`src/rtl/text_console_writer_core_macros.svh`:
```
// Assertion macros shared by the console writer RTL.
`ifndef TEXT_CONSOLE_WRITER_CORE_MACROS_SVH
`define TEXT_CONSOLE_WRITER_CORE_MACROS_SVH

`ifndef NO_ASSERTIONS

// Check prop at every rising edge while out of reset.
`define TCW_ASSERT(label, clk, rst_n, prop) \
    label: assert property (@(posedge clk) disable iff (!rst_n) (prop)) \
        else $error("console writer check failed");

// Check prop at every rising edge, reset included.
`define TCW_ASSERT_ALWAYS(label, clk, prop) \
    label: assert property (@(posedge clk) (prop)) \
        else $error("console writer check failed");

`else

`define TCW_ASSERT(label, clk, rst_n, prop)
`define TCW_ASSERT_ALWAYS(label, clk, prop)

`endif

`endif

```
`src/rtl/tcw_pkg.sv`:
```
// Shared types and constants of the text console writer.
`default_nettype none

package tcw_pkg;

    // Operation codes carried in s_tuser
    typedef enum logic [1:0] {
        OP_PUT   = 2'd0,
        OP_CLEAR = 2'd1,
        OP_READ  = 2'd2
    } op_t;

    // Sequencer states, one-hot
    typedef enum logic [4:0] {
        ST_CLEAR  = 5'b00001,
        ST_IDLE   = 5'b00010,
        ST_SCROLL = 5'b00100,
        ST_PUT    = 5'b01000,
        ST_FINISH = 5'b10000
    } state_t;

    // One screen cell: attribute in the high byte, character in the low byte
    typedef struct packed {
        logic [7:0] attr;
        logic [7:0] ch;
    } cell_t;

    localparam int APB_DATA_W = 32;
    localparam int APB_ADDR_W = 3;

    // Register word index (paddr bit 2)
    localparam logic REG_TEXT_ATTRIBUTE = 1'b0;

    localparam logic [7:0] ATTR_RESET = 8'h07;
    localparam logic [7:0] CHAR_LF    = 8'd10;
    localparam logic [7:0] CHAR_CR    = 8'd13;

    localparam int CHAR_W    = 8;
    localparam int ATTR_W    = 8;
    localparam int RD_COL_W  = 7;
    localparam int RD_ROW_W  = 5;
    localparam int OP_W      = 2;
    localparam int S_TDATA_W = 24;
    localparam int M_TDATA_W = 32;

endpackage

`default_nettype wire

```
`src/rtl/tcw_cfg.sv`:
```
// APB register block holding the text attribute.
`default_nettype none

module tcw_cfg (
    input  wire logic                             clk,
    input  wire logic                             rst_n,
    input  wire logic                             psel,
    input  wire logic                             penable,
    input  wire logic                             pwrite,
    input  wire logic [tcw_pkg::APB_ADDR_W-1:0]   paddr,
    input  wire logic [tcw_pkg::APB_DATA_W-1:0]   pwdata,
    output logic      [tcw_pkg::APB_DATA_W-1:0]   prdata,
    output logic                                  pready,
    output logic      [tcw_pkg::ATTR_W-1:0]       text_attribute
);
    import tcw_pkg::*;

    logic [ATTR_W-1:0] attr_reg;
    logic              wr_hit;

    assign pready = 1'b1;
    assign wr_hit = psel && penable && pwrite && (paddr[2] == REG_TEXT_ATTRIBUTE);

    always_ff @(posedge clk or negedge rst_n)
    begin
        if (!rst_n)
        begin
            attr_reg <= ATTR_RESET;
        end
        else if (wr_hit)
        begin
            attr_reg <= pwdata[ATTR_W-1:0];
        end
    end

    always_comb
    begin
        prdata = '0;
        if (paddr[2] == REG_TEXT_ATTRIBUTE)
        begin
            prdata = {{(APB_DATA_W-ATTR_W){1'b0}}, attr_reg};
        end
    end

    assign text_attribute = attr_reg;

endmodule

`default_nettype wire

```
`config.mk`:
```
export PLATFORM = sky130hd
export DESIGN_NAME = tcw_cfg
export DESIGN_NICKNAME = d
export VERILOG_FILES = /design/src/rtl/text_console_writer_core_macros.svh /design/src/rtl/tcw_pkg.sv /design/src/rtl/tcw_cfg.sv
export SDC_FILE = /design/constraint.sdc
export NUM_CORES = 1
export LEC_CHECK = 0
export BUFFER_PORTS_ARGS = -buffer_cell sky130_fd_sc_hd__clkbuf_2
export CAP_MARGIN = 15
export CORE_AREA = 2 2 48 50
export DETAILED_ROUTE_END_ITERATION = 16
export DIE_AREA = 0 0 50 52
export PLACE_DENSITY_LB_ADDON = 0.05
export SLEW_MARGIN = 20
export SYNTH_ARGS = -nofsm -noshare
export SYNTH_HDL_FRONTEND = slang
export SYNTH_SLANG_ARGS = --single-unit
```
`constraint.sdc`:
```
create_clock -name clk -period 1 [get_ports clk]
set_clock_uncertainty 0.15 [all_clocks]
set_input_delay 0.15 -clock clk [delete_from_list [all_inputs] [get_ports clk]]
set_output_delay 0.15 -clock clk [all_outputs]
set_load 0.02 [all_outputs]
```
==> results.cfg <==
[placement]
place.gp.congestion = 0.5527
numPortBuffers = 29
place_inst = 109
dp_hpwl_um = 826.8

[clock_tree]
hold_buffers = 3
cts.clk_slew.worst_paths_ps = 60
cts-root-buf = clkbuf_4
htreeDepth = 1
cts_tree = done
cts_num_sinks = 8
clock_path_buffers = 2
clock_latency_ps = 250
cts_buffers = 3

[die]
io_pins = 81
chipWidth_um = 50
die_area_um2 = 2600
fp.coreArea_um2 = 2106
row_count = 17
fp.dieH_um = 52
initial_utilization_pct = 27.69

[setup_path]
rrSetupSlack_ps = -130
worst-path-max-fanout = 2
endpoint = prdata[2]
required_ps = 700
r2r_start = text_attribute[4]
cp_cell_sequence = and2b_2, buf_8
slowest_delay_ps = 540
setup.worst_path.class = reg -> out
critPathLaunch = text_attribute[2]
end_kind = output pin
ff2ff_path_depth = 3
rr_endpoint = text_attribute[4]
start_kind = flop
cp.arrival_ps = 1050
crit_path_top_delay_cell = dfstp_2

[final_layout]
n_antenna_cell = 0
finalNonFillerCells = 122
finalNetCount = 135
areaGrowthSynthToFinish_pct = 67.60
drive_above_1_share_pct = 69.15
largest_reg_flops = 8

[sta]
rsz0062_at_grt = yes
setup_ws_ps = -353.8
finalCriticalPeriod_ps = 1354
clock.fmax_mhz = 738.6
maxSlewViolCount = 0
finalSetupViolCount = 20
whs_ps = -24.01
min_period_over_period_pct = 135.4
finalHoldViolCount = 6

[yosys]
netlist_instances = 52
syn-cell-area_um2 = 583.1
yosysTopAreaCell = buf_4
ys_top_cells_by_area = buf_4, dfrtp_1, mux2_2
ys_seq_elements = 8
synth.avg_cell_area_um2 = 11.21
ys_seq_area_share_pct = 34.98
netlist.area_leader.share_pct = 32.19
yosysWarnings = 0
synth.distinct_cells = 7

[hold_path]
hold_class = in -> reg
min_path_cells = 2

[global_routing]
grt_pass1_wl_um = 1869
track_usage_pct = 9.638
grt_antenna_before_repair = 0
grt_start_max_net_pins = 9
grt_overflow_total = 0
grt_pass1_vias = 423

[route]
drt_wl_total_um = 1181
firstDrtPassIters = 2
drc = 0
ant_nets = 0
via_per_inst = 3.508
drt_iter0_markers = 1
vias = 428
avgRoutedWirePerCell_um = 9.680

[outcome]
outcome = complete, but fails checks
violations = hold timing, setup timing

[pwr]
power_density_nw_per_um2 = 1714
total_power_mw = 1.675
vdd_drop_max_mv = 0.9324
power.leakage_nw = 0.5263

[flow_run]
maxCapViolCount = 0
## layer usage
layer	vias to the layer above	GRT usage, %	share of wire, %
met1	202	12.70	36
met3	0	3.161	8.8
met5	-	0	0
met2	28	14.25	55
li1	198	-	-
met4	0	4.167	0
## worst min-delay path by stage
| stage | from | endpoint |
|---|---|---|
| after floorplan | rst_n | text_attribute[3] |
| after global placement | rst_n | text_attribute[6] |
| after detailed placement | rst_n | text_attribute[5] |
| after CTS | pwdata[6] | text_attribute[6] |
| after global routing | pwdata[6] | text_attribute[6] |
| final | pwdata[6] | text_attribute[6] |
## power by group
part           internal, mW  switching (mW)  leakage, nW  total, mW
registers             0.424          0.0501       0.0861      0.474
clock network         0.153           0.114       0.0150      0.266
logic                 0.536           0.399        0.425      0.935
## what timing repair did
item,in CTS,in global routing
gates resized for setup,33,24
endpoints found under the hold margin,16,6
buffers inserted,5,2
endpoints found under the setup margin,16,21
## critical path, delay by kind of cell (launching register included)
family	cells	cell delay (ps)
DFF	1	540
buffers and inverters	1	110
and+or+nand+nor	1	160
## layout by cell type, fill, tap and decap left out
cell	Yosys	routed
conb_1	2	25
buf_8	0	13
clkbuf_2	0	12
buf_6	0	9
and2b_2	8	8
mux2_4	0	5
dfrtp_2	0	5
mux2_2	8	3
clkbuf_4	0	3
dlygate4sd3_1	0	3
buf_4	25	3
dfstp_2	3	3
nand4b_4	1	1
clkbuf_1	0	1
## cell type report
cell class | count | area [um^2]
multi-input cells | 42 | 296.5
repair buffers | 40 | 409.1
clock buffers | 4 | 26.28
flip-flops and latches | 8 | 210.2
fillers | 211 | 1129
well taps | 28 | 35.03
## metrics by stage
step                      util [%]  setup slack (ps)  hold slack, ps  instance area, um^2  setup TNS [ps]
after CTS                    43.85            -365.4          -32.31                923.4           -4644
after global placement       32.44            -126.0          -133.9                683.2           -1622
final                        46.41            -353.8          -24.01                977.2           -4431
after global routing         46.41            -391.8          -30.28                977.2           -5170
after floorplan                  -            -84.39          -295.6                675.6          -253.2
after detailed placement     32.44            -129.3          -137.2                683.2           -1642
## synthesized netlist by cell type
cell,count
dfrtp_1,5
dfstp_2,3
nand4b_4,1
buf_4,25
and2b_2,8
mux2_2,8
conb_1,2
## kinds of logic after synthesis
family,Yosys count,synth area share [%]
AND/OR/NAND/NOR,9,16.09
flip-flops,8,34.98
other,2,1.288
multiplexers,8,15.45
buffers and inverters,25,32.19
Power figures use the tool's default switching activity.
